$ cat src/rtl/sliding_window_min_max_avg_top_defines.svh
// Assertion macros for the sliding window statistics block.
// Used by sliding_window_min_max_avg_top, which carries concurrent assertions; no other dependencies.
`ifndef SLIDING_WINDOW_MIN_MAX_AVG_TOP_DEFINES_SVH
`define SLIDING_WINDOW_MIN_MAX_AVG_TOP_DEFINES_SVH

`ifndef SYNTH
// Checked on every rising clock edge, switched off while reset is asserted.
`define SWMMA_ASSERT_RST(label, prop, msg) \
  label: assert property (@(posedge clk) disable iff (!rst_n) prop) else $error(msg);
// Checked on every rising clock edge, reset included.
`define SWMMA_ASSERT_ALWAYS(label, prop, msg) \
  label: assert property (@(posedge clk) prop) else $error(msg);
`else
`define SWMMA_ASSERT_RST(label, prop, msg)
`define SWMMA_ASSERT_ALWAYS(label, prop, msg)
`endif

`endif

$ cat src/rtl/swmma_pkg.sv
// Shared types and constants for the sliding window statistics block.
// No dependencies; imported by sliding_window_min_max_avg_top.
`default_nettype none

package swmma_pkg;

  // Default window depth and fixed field widths.
  localparam int unsigned WINDOW_DEF = 128;
  localparam int unsigned SAMPLE_W   = 12;
  localparam int unsigned FILLED_W   = 8;

  // Item mode codes.
  localparam logic MODE_SAMPLE = 1'b0;
  localparam logic MODE_CLEAR  = 1'b1;

  // Input item.
  typedef struct packed {
    logic                mode;
    logic [SAMPLE_W-1:0] sample_mv;
  } in_item_t;

  // Result item.
  typedef struct packed {
    logic                have_data;
    logic [SAMPLE_W-1:0] min_mv;
    logic [SAMPLE_W-1:0] max_mv;
    logic [SAMPLE_W-1:0] avg_mv;
    logic [FILLED_W-1:0] filled;
  } out_item_t;

  // Sequencer states.
  typedef enum logic [1:0] {
    ST_IDLE,
    ST_SCAN,
    ST_DIV,
    ST_DONE
  } seq_state_t;

endpackage

`default_nettype wire

$ cat src/rtl/sliding_window_min_max_avg_top.sv
// Items are handled one at a time. For each, the history memory is scanned (one entry
// a cycle) over fill entries (fill = samples in the window after the item), then the
// bit-serial divider (one quotient bit a cycle) runs over SUM_W bits (SUM_W = 12 + bits
// of the fill count); an empty window skips both scan and divide.
// Reset: synchronous, active low; clears position, fill count, scan index, read valid, pause, state and output valid.
// The history memory is not cleared; only written entries are ever read.
`default_nettype none

`include "sliding_window_min_max_avg_top_defines.svh"

module sliding_window_min_max_avg_top #(
  parameter int unsigned WINDOW = swmma_pkg::WINDOW_DEF
) (
  input  wire logic                 clk,
  input  wire logic                 rst_n,
  // Input channel.
  input  wire logic                 in_valid,
  output      logic                 in_stall,
  input  wire swmma_pkg::in_item_t  in_item,
  // Result channel.
  output      logic                 out_valid,
  input  wire logic                 out_stall,
  output      swmma_pkg::out_item_t out_item,
  // Configuration: pause register.
  input  wire logic                 cfg_wr_en,
  input  wire logic                 cfg_wr_data
);

  import swmma_pkg::*;

  localparam int unsigned ADDR_W = (WINDOW > 1) ? $clog2(WINDOW) : 1;
  localparam int unsigned FILL_W = $clog2(WINDOW + 1);
  localparam int unsigned SUM_W  = SAMPLE_W + FILL_W;
  localparam int unsigned REM_W  = FILL_W + 1;
  localparam int unsigned CNT_W  = $clog2(SUM_W + 1);

  // History memory.
  logic [SAMPLE_W-1:0] mem [WINDOW];

  seq_state_t          state_r, state_nxt;
  logic                paused_r, paused_nxt;
  logic [ADDR_W-1:0]   wp_r, wp_nxt;
  logic [FILL_W-1:0]   fill_r, fill_nxt;
  logic [FILL_W-1:0]   idx_r, idx_nxt;
  logic                rd_vld_r, rd_vld_nxt;
  logic [SAMPLE_W-1:0] rdata_r;
  logic [SAMPLE_W-1:0] min_r, min_nxt;
  logic [SAMPLE_W-1:0] max_r, max_nxt;
  logic [SUM_W-1:0]    sum_r, sum_nxt;
  logic [REM_W-1:0]    rem_r, rem_nxt;
  logic [CNT_W-1:0]    div_cnt_r, div_cnt_nxt;
  logic                out_valid_r, out_valid_nxt;
  out_item_t           out_item_r, out_item_nxt;

  logic                accept;
  logic                wr_en;
  logic                rd_issue;
  logic                scan_done;
  logic                div_last;
  logic                out_load;
  logic [FILL_W-1:0]   fill_upd;
  logic [REM_W-1:0]    rem_sh;
  logic                rem_ge;
  logic                have_data;

  // Handshake, write decode and sequencer conditions.
  assign accept    = in_valid && !in_stall;
  assign wr_en     = accept && (in_item.mode == MODE_SAMPLE) && !paused_r;
  assign scan_done = (idx_r == fill_r) && !rd_vld_r;
  assign div_last  = (div_cnt_r == CNT_W'(SUM_W - 1));

  // Fill count as it stands after the item being accepted.
  always_comb begin
    fill_upd = fill_r;
    if (in_item.mode == MODE_CLEAR) begin
      fill_upd = '0;
    end else if (!paused_r && (fill_r != FILL_W'(WINDOW))) begin
      fill_upd = fill_r + FILL_W'(1);
    end
  end

  // Sequencer next state.
  always_comb begin
    state_nxt = state_r;
    case (state_r)
      ST_IDLE: begin
        if (accept) begin
          state_nxt = (fill_upd == '0) ? ST_DONE : ST_SCAN;
        end
      end
      ST_SCAN: begin
        if (scan_done) begin
          state_nxt = ST_DIV;
        end
      end
      ST_DIV: begin
        if (div_last) begin
          state_nxt = ST_DONE;
        end
      end
      ST_DONE: begin
        if (!out_valid_r || !out_stall) begin
          state_nxt = ST_IDLE;
        end
      end
      default: state_nxt = ST_IDLE;
    endcase
  end

  // Sequencer outputs.
  always_comb begin
    in_stall = 1'b1;
    rd_issue = 1'b0;
    out_load = 1'b0;
    case (state_r)
      ST_IDLE: in_stall = 1'b0;
      ST_SCAN: rd_issue = (idx_r != fill_r);
      ST_DIV:  rd_issue = 1'b0;
      ST_DONE: out_load = !out_valid_r || !out_stall;
      default: in_stall = 1'b1;
    endcase
  end

  // One restoring division step: shift in the next dividend bit, subtract if it fits.
  assign rem_sh = {rem_r[REM_W-2:0], sum_r[SUM_W-1]};
  assign rem_ge = (rem_sh >= {1'b0, fill_r});
  assign have_data = (fill_r != '0);

  // Datapath next values.
  always_comb begin
    paused_nxt    = paused_r;
    wp_nxt        = wp_r;
    fill_nxt      = fill_r;
    idx_nxt       = idx_r;
    min_nxt       = min_r;
    max_nxt       = max_r;
    sum_nxt       = sum_r;
    rem_nxt       = rem_r;
    div_cnt_nxt   = div_cnt_r;
    rd_vld_nxt    = rd_issue;
    out_valid_nxt = out_valid_r;
    out_item_nxt  = out_item_r;

    if (cfg_wr_en) begin
      paused_nxt = cfg_wr_data;
    end

    // Item arrival: update the ring pointers and start a fresh scan.
    if (accept) begin
      fill_nxt = fill_upd;
      if (in_item.mode == MODE_CLEAR) begin
        wp_nxt = '0;
      end else if (!paused_r) begin
        wp_nxt = (wp_r == ADDR_W'(WINDOW - 1)) ? '0 : wp_r + ADDR_W'(1);
      end
      idx_nxt = '0;
      min_nxt = '1;
      max_nxt = '0;
      sum_nxt = '0;
    end

    // Scan: one read issued and one entry folded in per cycle.
    if (rd_issue) begin
      idx_nxt = idx_r + FILL_W'(1);
    end
    if (rd_vld_r) begin
      if (rdata_r < min_r) begin
        min_nxt = rdata_r;
      end
      if (rdata_r > max_r) begin
        max_nxt = rdata_r;
      end
      sum_nxt = sum_r + SUM_W'(rdata_r);
    end
    if ((state_r == ST_SCAN) && scan_done) begin
      rem_nxt     = '0;
      div_cnt_nxt = '0;
    end

    // Divide: the sum register shifts into the quotient.
    if (state_r == ST_DIV) begin
      rem_nxt     = rem_ge ? (rem_sh - {1'b0, fill_r}) : rem_sh;
      sum_nxt     = {sum_r[SUM_W-2:0], rem_ge};
      div_cnt_nxt = div_cnt_r + CNT_W'(1);
    end

    // Result register.
    if (out_load) begin
      out_valid_nxt          = 1'b1;
      out_item_nxt.have_data = have_data;
      out_item_nxt.min_mv    = have_data ? min_r : '0;
      out_item_nxt.max_mv    = have_data ? max_r : '0;
      out_item_nxt.avg_mv    = have_data ? sum_r[SAMPLE_W-1:0] : '0;
      out_item_nxt.filled    = FILLED_W'(fill_r);
    end else if (out_valid_r && !out_stall) begin
      out_valid_nxt = 1'b0;
    end
  end

  // Control registers.
  always_ff @(posedge clk) begin
    if (!rst_n) begin
      state_r     <= ST_IDLE;
      paused_r    <= 1'b0;
      wp_r        <= '0;
      fill_r      <= '0;
      idx_r       <= '0;
      rd_vld_r    <= 1'b0;
      out_valid_r <= 1'b0;
    end else begin
      state_r     <= state_nxt;
      paused_r    <= paused_nxt;
      wp_r        <= wp_nxt;
      fill_r      <= fill_nxt;
      idx_r       <= idx_nxt;
      rd_vld_r    <= rd_vld_nxt;
      out_valid_r <= out_valid_nxt;
    end
  end

  // Payload registers.
  always_ff @(posedge clk) begin
    min_r      <= min_nxt;
    max_r      <= max_nxt;
    sum_r      <= sum_nxt;
    rem_r      <= rem_nxt;
    div_cnt_r  <= div_cnt_nxt;
    out_item_r <= out_item_nxt;
  end

  // History memory write port.
  always_ff @(posedge clk) begin
    if (wr_en) begin
      mem[wp_r] <= in_item.sample_mv;
    end
  end

  // History memory read port, registered data.
  always_ff @(posedge clk) begin
    if (rd_issue) begin
      rdata_r <= mem[idx_r[ADDR_W-1:0]];
    end
  end

  assign out_valid = out_valid_r;
  assign out_item  = out_item_r;

  // The fill count never passes the window depth.
  `SWMMA_ASSERT_RST(a_fill_bound, fill_r <= FILL_W'(WINDOW), "fill count above window depth")
  // Until the ring wraps, the write position tracks the fill count.
  `SWMMA_ASSERT_RST(a_wp_tracks_fill, (fill_r < FILL_W'(WINDOW)) |-> (FILL_W'(wp_r) == fill_r), "write position out of step with fill count")
  // An accepted item always starts work.
  `SWMMA_ASSERT_RST(a_accept_busy, accept |=> (state_r != ST_IDLE), "item accepted but sequencer stayed idle")
  // The divider only runs after the whole window has been scanned.
  `SWMMA_ASSERT_RST(a_div_after_scan, (state_r == ST_DIV) |-> ((idx_r == fill_r) && !rd_vld_r), "division started before scan completed")
  // The mean lies between the minimum and the maximum.
  `SWMMA_ASSERT_RST(a_avg_range, (out_valid_r && out_item_r.have_data) |-> ((out_item_r.avg_mv >= out_item_r.min_mv) && (out_item_r.avg_mv <= out_item_r.max_mv)), "mean outside min and max")

endmodule

`default_nettype wire
$ cat config.mk
export PLATFORM = sky130hd
export DESIGN_NAME = sliding_window_min_max_avg_top
export DESIGN_NICKNAME = d
export VERILOG_FILES = /design/src/rtl/swmma_pkg.sv /design/src/rtl/sliding_window_min_max_avg_top.sv
export VERILOG_INCLUDE_DIRS = /design/src /design/src/rtl
export SDC_FILE = /design/constraint.sdc
export NUM_CORES = 2
export LEC_CHECK = 0
export BUFFER_PORTS_ARGS = -buffer_cell sky130_fd_sc_hd__buf_4
export CAP_MARGIN = 20
export CORE_MARGIN = 1.5
export CORE_UTILIZATION = 30
export DETAILED_ROUTE_END_ITERATION = 16
export PLACE_DENSITY = 0.47
export SETUP_SLACK_MARGIN = 0.1
export SLEW_MARGIN = 20
export SYNTH_ARGS = -nofsm -noshare
export SYNTH_HDL_FRONTEND = slang
export SYNTH_SLANG_ARGS = --single-unit
$ cat constraint.sdc
create_clock -name clk -period 4.72 [get_ports clk]
set_clock_uncertainty 0.2 [all_clocks]
set_input_delay 0.944 -clock clk [delete_from_list [all_inputs] [get_ports clk]]
set_output_delay 0.944 -clock clk [all_outputs]
set_load 0.01 [all_outputs]
==> impl_metrics.csv <==
group,metric,value,unit
logic_synthesis,synth.yosys.warnings,0,
floorplanning,die-area,225000,um^2
global_route,total_congestion_overflow,0,
logic_synthesis,synthesis.nets,3575,
finish,final_cells,6904,
cts,cts_resized,0,
logic_synthesis,synth_cell_types,74,
cts,worstSkewPairLatency,0.84,ns
global_route,initial_antenna_violation_count,4,
floorplanning,die_height,475,um
floorplanning,initial_core_util,30.3,%
floorplanning,pin_count,66,
drt,routed_wire_length_per_instance,26.6,um
power,power.share.switching,23.4,%
worst_setup_path,worst-endpoint-arrival,4.47,ns
global_route,pin_count_of_the_biggest_net_entering_global_routing,105,
worst_setup_path,worstPathRequired,5.05,ns
global_route,number_of_global_route_vias_before_repair,35100,
cts,post_cts_hold_buffer_count,0,
global_route,global_route_wire_length_before_repair,264000,um
finish,fin_nets,3866,
logic_synthesis,syn_area_per_cell,19.1,um^2
drt,top_metal_used,"met4",
worst_setup_path,reg_to_reg_setup_timing_slack,0.58,ns
logic_synthesis,synth_ff_type,"edfxtp_1",
placed_design,gp_congestion,0.810,
finish,final_layout_size_suffix_gt1_share,25.8,%
min_path,hold_class,"in -> reg",
drt,routed_via_density,4.96,
worst_setup_path,cp_cell_sequence,"buf_4 -> buf_12 -> buf_4 -> mux4_2 -> a221oi_1 -> o22ai_1 -> nor3_1 -> buf_4 -> o221ai_1",
timing,fmax,242,MHz
worst_setup_path,worstPathMaxFanout,26,
placed_design,io_buffers,65,
finish,final_core_util,35.3,%
drt,routed-via-count,34200,
logic_synthesis,post_synth_inst_count,3501,
power,leakage,24.1,nW
timing,maxSlewViolCount,0,
floorplanning,floorplan.die.width,475,um
timing,finalCriticalPeriod,4.14,ns
timing,timing.setup.tns,0,ns
power,pwr_per_cell_area,424,nW/um^2
drt,wl_met2,88300,um
logic_synthesis,synth_edf_count,1626,
timing,hold-worst-slack,0.184,ns
finish,syn_to_final_growth,16.7,%
drt,drc,0,
finish,most-common-layout-cells,"1626 x edfxtp_1, 294 x buf_4, 288 x mux4_2, 206 x nor2_1, 181 x clkbuf_16",
logic_synthesis,synth_seq_cells,1678,
logic_synthesis,ys_async_sr_fraction,0,%
drt,m1WireLength,82500,um
run,cap_viol_max_count,0,
timing,finalCritPeriodShare,87.7,%
logic_synthesis,post_synth_instance_area,66700,um^2
global_route,grtUsageTotal,16.3,%
floorplanning,coreArea,220000,um^2
logic_synthesis,synth.top_cells.by_area,"edfxtp_1 73%, mux4_2 9.7%, mux2_2 2.0%",
power,netSwitchingPower,7.74,mW
timing,worst_slew_margin_rel,25.6,%
drt,routed_wirelength,183000,um
placed_design,dp_hpwl,114000,um
finish,mostFrequentLayoutCell,"edfxtp_1",
timing,rsz0062_at_grt,"no",
cts,cts.root.buffer_cell,"clkbuf_16",
cts,cts_max_path_buffers,3,
outcome,status,"completed",
drt,detail-route-antenna-nets,0,
power,pwr-share-comb,7.5,%
timing,finalHoldViolCount,0,
floorplanning,core.rowCount,172,
power,cellInternalPower,25.3,mW
worst_setup_path,crit_path_start_kind,"flip-flop",
cts,tritoncts_num_sinks,1678,
worst_setup_path,critical-path-slowest-cell,"a221oi_1",
logic_synthesis,synth_seq_area_share,74.7,%
power,ir_drop,382,uV
cts,cts_made_buffers,181,
drt,met3_length,8760,um
timing,worst-slew-pin-transition,1.12,ns
cts,post-cts-setup-buffers,0,
power,pwr-share-clk,41.2,%
worst_setup_path,cp_slowest_stage_delay,0.82,ns
worst_setup_path,crit_path_end_kind,"flip-flop",
logic_synthesis,yosysTopAreaCellShare,73.2,%
drt,first_iter_violations,2966,
logic_synthesis,netlist.top_cell.by_area,"edfxtp_1",
placed_design,numPlacedInstances,6567,
timing,setup-violations-final,0,
drt,drt_pre_antenna_iters,5,
cts,path_clk_slew,0.06,ns
power,sequentialPowerShare,51.2,%
worst_setup_path,crit_path_kind,"reg -> reg",
cts,cts.htree.levels,4,
worst_setup_path,worst_path_most_repeated_cell,"buf_4",
cts,tritoncts,"done",
==> area by class of cell <==
cell class,count,area [um^2]
antenna,2,5.00
clock buffer,240,4860
clock inverter,95,862
fill,20700,142000
inverter,49,184
multi-input combinational,1567,15800
sequential,1678,49900
tap,2958,3700
timing repair buffer,315,2620
==> final timing paths <==
check / from / end / depth (start not counted)
setup / recovery: idx_r[2] / rdata_r[0] / 9
hold / removal: cfg_wr_data / paused_r / 3
setup reg to reg: idx_r[2] / rdata_r[0] / 9
hold reg to reg: max_r[0] / max_r[0] / 2
==> sequential cells by signal (all words and copies together), names as in the netlist <==
name	flops
wp_r	7
max_r	12
sum_r	20
rem_r	8
state_r	2
min_r	12
paused_r	1
idx_r	8
div_cnt_r	5
fill_r	8
mem	1536
rdata_r	12
out_item	45
out_valid	1
rd_vld_r	1
==> logic make-up after synthesis <==
| kind of cell | Yosys count | share of synthesized area, % |
|---|---|---|
| compound gates | 507 | 5.41 |
| xor+xnor | 22 | 0.289 |
| fa+ha+maj | 55 | 1.05 |
| buf+inv | 256 | 1.76 |
| flops | 1678 | 74.7 |
| mux | 521 | 13.4 |
| simple gates | 462 | 3.34 |
==> layer usage <==
layer | global-route usage [%] | vias up
li1 | - | 15000
met1 | 22.5 | 18200
met2 | 26.5 | 795
met3 | 2.76 | 204
met4 | 4.22 | 0
met5 | 0 | -
==> critical path, delay by kind of cell, from the launching register on <==
kind	cells	cell delay, ns
compound gates	3	1.08
buf+inv	4	0.90
flops	1	0.73
simple gates	1	0.59
mux	1	0.32
==> synth_stat cells (23+ instances only) <==
| library cell | count |
|---|---|
| dfxtp_1 | 52 |
| nand3_1 | 28 |
| mux2i_1 | 114 |
| edfxtp_1 | 1626 |
| clkbuf_1 | 120 |
| nand2_1 | 81 |
| a31oi_1 | 27 |
| a21oi_1 | 57 |
| and2_1 | 23 |
| a22o_1 | 24 |
| o21ai_0 | 89 |
| ha_1 | 53 |
| a221o_1 | 24 |
| a22oi_1 | 121 |
| mux2_2 | 119 |
| o221ai_1 | 37 |
| buf_2 | 46 |
| mux4_2 | 288 |
| inv_1 | 48 |
| o22ai_1 | 37 |
| nor2_1 | 208 |
==> stage by stage <==
step                      power, mW  cell area, um^2  setup slack (ns)
after floorplan                18.8            66700             0.946
after global placement         19.8            72200             0.478
after detailed placement       19.8            72200             0.452
after CTS                      33.4            77900             0.419
after global routing           34.3            77900             0.424
final                          33.1            77900             0.583
==> power groups by stage <==
| stage | clock, mW | combinational, mW | sequential, mW |
|---|---|---|---|
| floorplan | 0 | 1.59 | 17.2 |
| global placement | 0 | 2.52 | 17.2 |
| detailed placement | 0 | 2.53 | 17.2 |
| CTS | 14.0 | 2.54 | 16.9 |
| global route | 14.5 | 2.76 | 17.0 |
| finish | 13.6 | 2.50 | 16.9 |
No activity file was read; power rests on OpenSTA's default activity.
